[src/hw/rtl/rsnp_pkg.sv]
// rsnp_pkg: widths, constants and record types shared by the nearest-hit picker
// holds the queue entry and queue status types used by the front, queue and back
// depends on nothing
package rsnp_pkg;

   // fixed-point format and field widths
   localparam int FRAC_BITS  = 16;
   localparam int COORD_W    = 32;
   localparam int DIR_W      = 18;
   localparam int RAD_W      = 31;
   localparam int IDX_W      = 4;
   localparam int DIST_OUT_W = 63;

   // derived datapath widths
   localparam int V_W    = COORD_W + 1;               // origin - center, signed
   localparam int SQ_W   = 2 * COORD_W - FRAC_BITS;   // one shifted square
   localparam int DIST_W = SQ_W + 2;                  // sum of three squares
   localparam int R2_W   = 2 * RAD_W - FRAC_BITS;     // shifted radius square
   localparam int C_W    = DIST_W + 1;                // dist - r2, signed
   localparam int C4_W   = C_W + 2;                   // 4 * c, signed
   localparam int DP_W   = DIR_W + V_W;               // one d * v product
   localparam int DOT_W  = DP_W + 2;                  // sum of three products
   localparam int B_W    = DOT_W - FRAC_BITS + 1;     // floor(2 * dot / 2^F)
   localparam int BX_W   = (B_W + 1 > V_W + 1) ? B_W + 1 : V_W + 1;

   // decoupling queue, depth is a power of two
   localparam int QUEUE_DEPTH = 2;
   localparam int QPTR_W      = $clog2(QUEUE_DEPTH);

   // one axis of a classified request
   typedef struct packed {
      logic signed [V_W-1:0]   v;
      logic [V_W-1:0]          mag;
      logic signed [DIR_W-1:0] dir;
   } rsnp_axis_type;

   // classified request as it waits for the back end
   typedef struct packed {
      rsnp_axis_type [2:0] axis;
      logic [R2_W-1:0]     r2;
      logic [IDX_W-1:0]    index;
      logic                last;
   } rsnp_item_type;

   // queue status seen by both sides
   typedef struct packed {
      logic empty;
      logic full;
   } rsnp_qstat_type;

endpackage

[src/hw/rtl/rsnp_queue.sv]
// rsnp_queue: short queue of classified requests between front and back end
// depends on rsnp_pkg
module rsnp_queue (
   input  logic                     clock,
   input  logic                     reset,
   input  logic                     push,
   input  rsnp_pkg::rsnp_item_type  push_item,
   input  logic                     pop,
   output rsnp_pkg::rsnp_item_type  head_item,
   output rsnp_pkg::rsnp_qstat_type qstat
);

   rsnp_pkg::rsnp_item_type        mem_ff [rsnp_pkg::QUEUE_DEPTH];
   logic [rsnp_pkg::QPTR_W-1:0]    wr_ptr_ff, wr_ptr_in;
   logic [rsnp_pkg::QPTR_W-1:0]    rd_ptr_ff, rd_ptr_in;
   logic [rsnp_pkg::QPTR_W:0]      count_ff, count_in;
   logic                           do_push, do_pop;

   assign qstat.empty = (count_ff == '0);
   assign qstat.full  = (count_ff == (rsnp_pkg::QPTR_W+1)'(rsnp_pkg::QUEUE_DEPTH));
   assign do_push     = push && !qstat.full;
   assign do_pop      = pop && !qstat.empty;
   assign head_item   = mem_ff[rd_ptr_ff];

   // pointers wrap naturally at a power-of-two depth
   always_comb begin
      wr_ptr_in = do_push ? wr_ptr_ff + 1'b1 : wr_ptr_ff;
      rd_ptr_in = do_pop ? rd_ptr_ff + 1'b1 : rd_ptr_ff;
      count_in  = count_ff;
      if (do_push && !do_pop) begin
         count_in = count_ff + 1'b1;
      end else if (do_pop && !do_push) begin
         count_in = count_ff - 1'b1;
      end
   end

   always_ff @(posedge clock) begin
      if (reset) begin
         wr_ptr_ff <= '0;
         rd_ptr_ff <= '0;
         count_ff  <= '0;
      end else begin
         wr_ptr_ff <= wr_ptr_in;
         rd_ptr_ff <= rd_ptr_in;
         count_ff  <= count_in;
      end
   end

   // entry storage
   always_ff @(posedge clock) begin
      if (do_push) begin
         mem_ff[wr_ptr_ff] <= push_item;
      end
   end

endmodule

[config.mk]
export PLATFORM = sky130hd
export DESIGN_NAME = rsnp_queue
export DESIGN_NICKNAME = d
export VERILOG_FILES = /design/src/hw/rtl/rsnp_pkg.sv /design/src/hw/rtl/rsnp_queue.sv
export SDC_FILE = /design/constraint.sdc
export NUM_CORES = 1
export LEC_CHECK = 0
export BUFFER_PORTS_ARGS = -buffer_cell sky130_fd_sc_hd__buf_2
export CAP_MARGIN = 20
export CELL_PAD_IN_SITES_DETAIL_PLACEMENT = 1
export CELL_PAD_IN_SITES_GLOBAL_PLACEMENT = 2
export CORE_MARGIN = 2
export CORE_UTILIZATION = 39
export CTS_CLUSTER_DIAMETER = 80
export DETAILED_ROUTE_END_ITERATION = 10
export PLACE_DENSITY = 0.86
export SYNTH_ARGS = -nofsm -noshare
export SYNTH_HDL_FRONTEND = slang
export SYNTH_SLANG_ARGS = --single-unit
export TNS_END_PERCENT = 5
[constraint.sdc]
create_clock -name clock -period 9.9 [get_ports clock]
set_input_delay 0.99 -clock clock [delete_from_list [all_inputs] [get_ports clock]]
set_output_delay 0.99 -clock clock [all_outputs]
set_load 0.02 [all_outputs]
==> impl_metrics.toml <==
[critical_path]
arrival_ns = 3.10
r2r_cells = 5
worstSetupPathType = "reg2out"
path_max_fanout = 130
timing.reg2reg.setup_slack_ns = 6.21
r2r-end = "mem_ff[0][204]$_DFFE_PP_"
cp-end-kind = "output port"
r2r_start = "count_ff[0]$_SDFFE_PP0P_"
critPathRequiredTime_ns = 8.91
start_kind = "register"

[global_routing]
grt_pass1_vias = 12600
grt_overflow = 0
grt_max_degree = 153
antenna_found_initial = 20
grt_pass1_wl_mm = 76.9
grtUsageTotal_pct = 16.8

[clock_tree]
numCtsBuffers = 68
cts_tree = "yes"
clk_path_buf_depth = 3
htree_levels = 3
clk_latency_ns = 0.59
clkSinkCount = 611
clk_pin_slew_ns = 0.06
cts_resized = 0
postCtsSetupRepairBufs = 0
cts_hold_buf = 0
ctsRootBufferMaster = "clkbuf_16"

[logic_synthesis]
synth_area_sq_um = 23200
ys_top_cells_by_count = "edfxtp_1 (606), mux2_4 (270), mux2_2 (33), buf_6 (29)"
synth_top_area_cell = "edfxtp_1"
synth_ff_type = "edfxtp_1"
synth-edff-count = 606
syn_inst = 968
yosys_warnings = 0
ys_ff_latch = 611
yosysSeqAreaShare_pct = 78.8
synthTopCellsByArea = "edfxtp_1 (78%), mux2_4 (17%), mux2_2 (1.6%)"
synth.distinct_cells = 16
async_reset_ff_share_pct = 0
syn_nets = 1276
synth.most_common_cell = "edfxtp_1"
netlist.area_leader.share_pct = 78.4
syn_area_per_cell_sq_um = 24.0

[final_layout]
fillers = 5575
multiInputGateArea_sq_um = 4540
drive_above_1_share_pct = 60.2
area_delta_synth_final_pct = 25.3
stdcell_area_sq_um = 29100
register_area_sq_um = 18300
nets = 1931

[timing]
fin_crit_sh_pct = 41.3
finalHoldViolations = 0
fin_setup_tns_ns = 0
max_freq_ghz = 0.244
max_slew_margin_pct = 9.81
fin_skew_ns = 0.0221
timing.hold.ws_ns = 0.506
rsz0062_at_grt = "false"
finalSetupViolations = 0
final-max-slew-violation-count = 0
finalCriticalPeriod_ns = 4.09
tightest_slew_ns = 1.35

[placed_design]
placed_area_sq_um = 27000
port_buffers = 611
finalWeightedCongestion = 0.774
dpl.hpwl_mm = 37.4

[floorplan]
row_count = 89
dieArea_sq_um = 61500
die_height_um = 248
core_sq_um = 58900
die_w_um = 248
io-pin-count = 612
initial_core_util_pct = 39.4

[route]
avgRoutedWirePerCell_um = 22.0
drc = 0
wl_mm = 54.2
drt_iter0_drc = 449
vias = 11600
drt-vias-per-instance = 4.71
drtPass1Iterations = 4
route.antenna.remaining_nets = 0

[hold_path]
hp-start = "wr_ptr_ff$_SDFFE_PP0P_"
hold_class = "reg2reg"
hold_path_end = "wr_ptr_ff$_SDFFE_PP0P_"
holdPathStages = 2

[status]
status = "complete, no violations"

[power]
leakage_nw = 11.3
peakVddDrop_uv = 218
power_density_nw_per_um2 = 277
totalPowerFinal_mw = 8.06

[flow_run]
cap_violations = 0
-- registers in the layout (all words and copies together), names as in the netlist, named ones only --
signal,flops
wr_ptr_ff,1
mem_ff,606
count_ff,2
rd_ptr_ff,1
-- layout make-up --
type,count,area share [%]
Clock buffer,86,6.23
Sequential cell,611,63.0
Tap cell,773,3.33
Multi-Input combinational cell,321,15.6
Timing Repair Buffer,619,10.9
Clock inverter,37,0.895
Antenna cell,10,0.0861
Inverter,2,0.0516
-- cell usage in the layout (no fill, tap or decap), drive strengths merged --
master / n
xor2: 3
mux2: 303
buf: 619
o21ai: 3
and2: 1
dfxtp: 5
inv: 6
nor2: 5
clkinv: 31
bufinv: 2
a21oi: 2
nor2b: 1
or3: 2
edfxtp: 606
clkbuf: 86
diode: 10
ha: 1
-- worst max-delay path, stage by stage, from the launching register on --
cell,delay [ns]
dfxtp_4,0.91
buf_12,0.57
mux2_4,0.38
buf_2,0.17
-- per-stage QoR --
| stage | worst slack (ns) | std cells | util, % |
|---|---|---|---|
| 5_1_grt | 5.75 | 2457 | 49.3 |
| 2_1_floorplan | 1.13 | 968 | - |
| 6_report | 5.81 | 2459 | 49.4 |
| 3_5_place_dp | 5.52 | 2326 | 45.8 |
| 3_3_place_gp | 5.58 | 2326 | 45.8 |
| 4_1_cts | 5.85 | 2449 | 49.3 |
-- how the worst max path moves through the flow --
| stage | start | end | slack, ns | cells after the start |
|---|---|---|---|---|
| global route | register | head_item[55] | 5.75 | 3 |
| detailed placement | push | mem_ff[0][99]$_DFFE_PP_ | 5.52 | 6 |
| finish | register | head_item[69] | 5.81 | 3 |
| global placement | push | mem_ff[0][96]$_DFFE_PP_ | 5.58 | 6 |
| floorplan | push | mem_ff[1][0]$_DFFE_PP_ | 1.13 | 3 |
| CTS | register | head_item[55] | 5.85 | 3 |
-- report_power, final --
part / leakage (nW) / internal, mW / switching [mW]
sequential: 5.70 / 3.26 / 0.122
clock: 1.01 / 1.35 / 0.986
combinational: 4.56 / 1.01 / 1.34
total: 11.3 / 5.62 / 2.45
-- cell families after synthesis --
| group | synth area share [%] |
|---|---|
| AO/OA/AOI/OAI | 0.108 |
| buffers and inverters | 1.63 |
| flip-flops | 78.8 |
| AND/OR/NAND/NOR | 0.189 |
| multiplexers | 19.1 |
| adder cells (fa/ha/maj) | 0.0539 |
| XOR/XNOR | 0.113 |
-- per-layer routing --
metal	GRT usage [%]	vias up	routed length, um	share of wire [%]
met5	0	-	109	0.20
met4	6.99	18	1470	2.7
met3	6.40	112	4960	9.1
met2	30.2	452	28900	53
met1	17.6	5797	18800	35
li1	-	5194	-	-
(Power assumes the default switching activity.)
