### src/hw/rtl/rsnp_pkg.sv
// rsnp_pkg: widths, constants and record types shared by the nearest-hit picker
// holds the queue entry and queue status types used by the front, queue and back
// depends on nothing
package rsnp_pkg;

   // fixed-point format and field widths
   localparam int FRAC_BITS  = 16;
   localparam int COORD_W    = 32;
   localparam int DIR_W      = 18;
   localparam int RAD_W      = 31;
   localparam int IDX_W      = 4;
   localparam int DIST_OUT_W = 63;

   // derived datapath widths
   localparam int V_W    = COORD_W + 1;               // origin - center, signed
   localparam int SQ_W   = 2 * COORD_W - FRAC_BITS;   // one shifted square
   localparam int DIST_W = SQ_W + 2;                  // sum of three squares
   localparam int R2_W   = 2 * RAD_W - FRAC_BITS;     // shifted radius square
   localparam int C_W    = DIST_W + 1;                // dist - r2, signed
   localparam int C4_W   = C_W + 2;                   // 4 * c, signed
   localparam int DP_W   = DIR_W + V_W;               // one d * v product
   localparam int DOT_W  = DP_W + 2;                  // sum of three products
   localparam int B_W    = DOT_W - FRAC_BITS + 1;     // floor(2 * dot / 2^F)
   localparam int BX_W   = (B_W + 1 > V_W + 1) ? B_W + 1 : V_W + 1;

   // decoupling queue, depth is a power of two
   localparam int QUEUE_DEPTH = 2;
   localparam int QPTR_W      = $clog2(QUEUE_DEPTH);

   // one axis of a classified request
   typedef struct packed {
      logic signed [V_W-1:0]   v;
      logic [V_W-1:0]          mag;
      logic signed [DIR_W-1:0] dir;
   } rsnp_axis_type;

   // classified request as it waits for the back end
   typedef struct packed {
      rsnp_axis_type [2:0] axis;
      logic [R2_W-1:0]     r2;
      logic [IDX_W-1:0]    index;
      logic                last;
   } rsnp_item_type;

   // queue status seen by both sides
   typedef struct packed {
      logic empty;
      logic full;
   } rsnp_qstat_type;

endpackage

### src/hw/rtl/rsnp_front.sv
// rsnp_front: accepts a request, forms origin - center, its magnitude and r^2
// writes the classified request into the decoupling queue
// depends on rsnp_pkg
module rsnp_front (
   input  logic signed [rsnp_pkg::COORD_W-1:0] req_ray_origin_x,
   input  logic signed [rsnp_pkg::COORD_W-1:0] req_ray_origin_y,
   input  logic signed [rsnp_pkg::COORD_W-1:0] req_ray_origin_z,
   input  logic signed [rsnp_pkg::DIR_W-1:0]   req_ray_dir_x,
   input  logic signed [rsnp_pkg::DIR_W-1:0]   req_ray_dir_y,
   input  logic signed [rsnp_pkg::DIR_W-1:0]   req_ray_dir_z,
   input  logic signed [rsnp_pkg::COORD_W-1:0] req_sphere_center_x,
   input  logic signed [rsnp_pkg::COORD_W-1:0] req_sphere_center_y,
   input  logic signed [rsnp_pkg::COORD_W-1:0] req_sphere_center_z,
   input  logic [rsnp_pkg::RAD_W-1:0]          req_sphere_radius,
   input  logic [rsnp_pkg::IDX_W-1:0]          req_sphere_index,
   input  logic                                req_last_sphere,
   input  logic                                req_push,
   output logic                                req_full,
   input  rsnp_pkg::rsnp_qstat_type            qstat,
   output logic                                q_push,
   output rsnp_pkg::rsnp_item_type             q_item
);

   logic [rsnp_pkg::COORD_W-1:0]   org [3];
   logic [rsnp_pkg::COORD_W-1:0]   ctr [3];
   logic [2*rsnp_pkg::RAD_W-1:0]   r_prod;

   assign org[0] = req_ray_origin_x;
   assign org[1] = req_ray_origin_y;
   assign org[2] = req_ray_origin_z;
   assign ctr[0] = req_sphere_center_x;
   assign ctr[1] = req_sphere_center_y;
   assign ctr[2] = req_sphere_center_z;

   // handshake into the queue
   assign req_full = qstat.full;
   assign q_push   = req_push && !qstat.full;

   // radius square, scaled back to the fixed-point format
   assign r_prod = {{rsnp_pkg::RAD_W{1'b0}}, req_sphere_radius}
                 * {{rsnp_pkg::RAD_W{1'b0}}, req_sphere_radius};

   // per-axis difference and its magnitude, both directions in parallel
   always_comb begin
      for (int k = 0; k < 3; k++) begin
         logic [rsnp_pkg::V_W-1:0] pos;
         logic [rsnp_pkg::V_W-1:0] neg;
         pos = {org[k][rsnp_pkg::COORD_W-1], org[k]} - {ctr[k][rsnp_pkg::COORD_W-1], ctr[k]};
         neg = {ctr[k][rsnp_pkg::COORD_W-1], ctr[k]} - {org[k][rsnp_pkg::COORD_W-1], org[k]};
         q_item.axis[k].v   = pos;
         q_item.axis[k].mag = pos[rsnp_pkg::V_W-1] ? neg : pos;
      end
      q_item.axis[0].dir = req_ray_dir_x;
      q_item.axis[1].dir = req_ray_dir_y;
      q_item.axis[2].dir = req_ray_dir_z;
      q_item.r2          = r_prod[2*rsnp_pkg::RAD_W-1:rsnp_pkg::FRAC_BITS];
      q_item.index       = req_sphere_index;
      q_item.last        = req_last_sphere;
   end

endmodule

### config.mk
export PLATFORM = sky130hd
export DESIGN_NAME = rsnp_front
export DESIGN_NICKNAME = d
export VERILOG_FILES = /design/src/hw/rtl/rsnp_pkg.sv /design/src/hw/rtl/rsnp_front.sv
export SDC_FILE = /design/constraint.sdc
export NUM_CORES = 2
export LEC_CHECK = 0
export BUFFER_PORTS_ARGS = -buffer_cell sky130_fd_sc_hd__buf_2
export CORE_ASPECT_RATIO = 0.5
export CORE_MARGIN = 1
export CORE_UTILIZATION = 45
export DETAILED_ROUTE_END_ITERATION = 10
export PLACE_DENSITY = 0.66
export SLEW_MARGIN = 10
export SYNTH_ARGS = -nofsm -noshare
export SYNTH_HDL_FRONTEND = slang
export SYNTH_SLANG_ARGS = --single-unit
### constraint.sdc
create_clock -name vclk -period 8.25
set_clock_uncertainty 0.2 [all_clocks]
set_input_delay 0 -clock vclk [all_inputs]
set_output_delay 0 -clock vclk [all_outputs]
set_load 0.01 [all_outputs]
==> reports/metrics.csv <==
stage,metric,value,unit
critical_path,crit_buf_inv,8,
synthesis,yosys.cell_count.top_type,inv_1,
place,io_buffers,471,
detailed_routing,drt_first_pass_iters,5,
critical_path,cp_max_fo,12,
detailed_routing,vias_per_cell,5.18,
floorplanning,start_util,0.457,
layout,final_area,0.0424,sq mm
layout,num-clock-buffers,0,
critical_path,critPathTopFamily,adder cells,
floorplanning,core_area,0.0843,sq mm
synthesis,synth_top_area_frac,0.391,
layout,flops_and_latches,0,
place,dp_hpwl,95800,microns
synthesis,netlist_instances,4623,
critical_path,worstSetupPathType,in -> out,
global_route,grt_pass1_wl,177000,microns
floorplanning,design.die.area,0.0869,sq mm
detailed_routing,routed_wl,109000,microns
synthesis,synth_nets,6124,
synthesis,avgSynthCellArea,8.34,sq um
critical_path,cp_slowest_stage_delay,550,ps
detailed_routing,drt_iter0_drc,1885,
outcome,status,"finished, final reports clean",
global_route,antenna_found_initial,16,
floorplanning,die_width,416,microns
floorplanning,rows,75,
layout,fin_util,0.503,
place,gp_congestion,0.937,
timing,finalSetupViolCount,0,
global_route,gr-total-overflow,0,
layout,multi_input_area,0.0328,sq mm
timing,final-max-slew-violation-count,0,
synthesis,yosys-top-cells-count,"inv_1 (1174), fa_1 (753), ha_1 (463)",
critical_path,critPathRequiredTime,8050,ps
timing,hold_violations,0,
place,dpl_cell_area,0.0417,sq mm
timing,rsz0062_at_grt,true,
layout,nets,6494,
synthesis,yosysUniqueCellTypes,98,
timing,fin_crit_sh,0.965,
global_route,grtUsageTotal,0.252,
critical_path,end_kind,output port,
critical_path,crit_slowest_cell,fa_1,
worst_hold_path,holdPathEnd,q_push,
detailed_routing,via_count,31700,
timing,max_freq,126,MHz
run,cap_viol_max_count,0,
timing,tightest_slew,1090,ps
synthesis,netlist_area,0.0385,sq mm
critical_path,cp.arrival,7760,ps
layout,area_growth,9.94,%
timing,fin_crit,7960,ps
synthesis,synth.area.top_cells,"fa_1 (39%), ha_1 (15%), inv_1 (11%)",
critical_path,cpMostUsedCell,fa_1,
critical_path,start_kind,primary input,
synthesis,seq_area_frac_synth,0,
floorplanning,pin_count,590,
worst_hold_path,hp-class,in -> out,
cts,cts_setup_buffers,0,
floorplanning,die_h,209,microns
detailed_routing,avgRoutedWirePerCell,17.8,microns
synthesis,yosysWarnings,0,
synthesis,synth_area_leader_cell,fa_1,
global_route,grt_start_max_net_pins,44,
global_route,grt_pass1_vias,33800,
layout,fillers,8251,
layout,drive_gt1_frac,0.126,
layout,seqCellArea,0,sq um
worst_hold_path,hold_depth,3,
timing,whs,112,ps
detailed_routing,ant_nets,0,
detailed_routing,route.detailed.drc,0,
timing,maxSlewHeadroom,0.276,
worst_hold_path,worstHoldStart,req_push,
## layout make-up
class	count	area share
diodes	14	0.000827
well taps	1116	0.0330
repair buffers	622	0.0870
inverters	1177	0.104
multi-input cells	3192	0.775
## repair_timing
| action | 4_1_cts | 5_1_grt |
|---|---|---|
| endpoints found under the setup margin | 3 | 11 |
| gates resized for setup | 1 | 15 |
| endpoints found under the hold margin | 60 | 0 |
| hold buffers | 60 | 0 |
| pin swaps | 0 | 1 |
## stage by stage
stage | setup TNS [ps] | instances | setup slack, ps
final | 0 | 6121 | 293
after CTS | 0 | 6107 | 73.7
after detailed placement | -209 | 6047 | -139
after global routing | -27.8 | 6120 | -27.8
after floorplan | 0 | 4623 | 953
after global placement | -81.2 | 6047 | -81.2
## cell usage in the layout, fill, tap and decap left out, drive strengths merged, types with 98 or more instances in the layout
cell and n:
a21o 118, a21oi 233, and2 201, buf 553, fa 753, ha 463
inv 1177, nand2 383, nor2 168, o21ai 156, xnor2 143, xor2 98
## metal layers
layer,up-vias,track usage,wire length [microns]
met5,-,0,13
li1,14800,-,-
met4,2,0.0711,3310
met2,883,0.446,54500
met1,15900,0.332,46000
met3,136,0.0192,5280
## cells by family (layout without fill, tap and decap cells)
group / after synthesis / after routing / synth area share
buffers and inverters: 1431 / 1799 / 0.149
adders and majority gates: 1216 / 1216 / 0.541
and+or+nand+nor: 955 / 955 / 0.119
AOI/OAI and AO/OA: 737 / 737 / 0.124
xor gates and xnor gates: 241 / 241 / 0.0548
muxes: 43 / 43 / 0.0114
other: 0 / 14 / 0
## how the worst max path moves through the flow
| stage | end | cells after the start | start | slack, ps |
|---|---|---|---|---|
| 6_report | q_item[41] | 28 | req_sphere_radius[9] | 290 |
| 5_1_grt | q_item[41] | 28 | req_sphere_radius[9] | -30 |
| 4_1_cts | q_item[49] | 29 | req_sphere_radius[4] | 70 |
| 2_1_floorplan | q_item[49] | 28 | req_sphere_radius[22] | 950 |
| 3_5_place_dp | q_item[49] | 29 | req_sphere_radius[4] | -140 |
| 3_3_place_gp | q_item[49] | 29 | req_sphere_radius[4] | -80 |
Power is not shown: default switching activity piles up to over one toggle a cycle in this logic, so the estimate is an artifact.
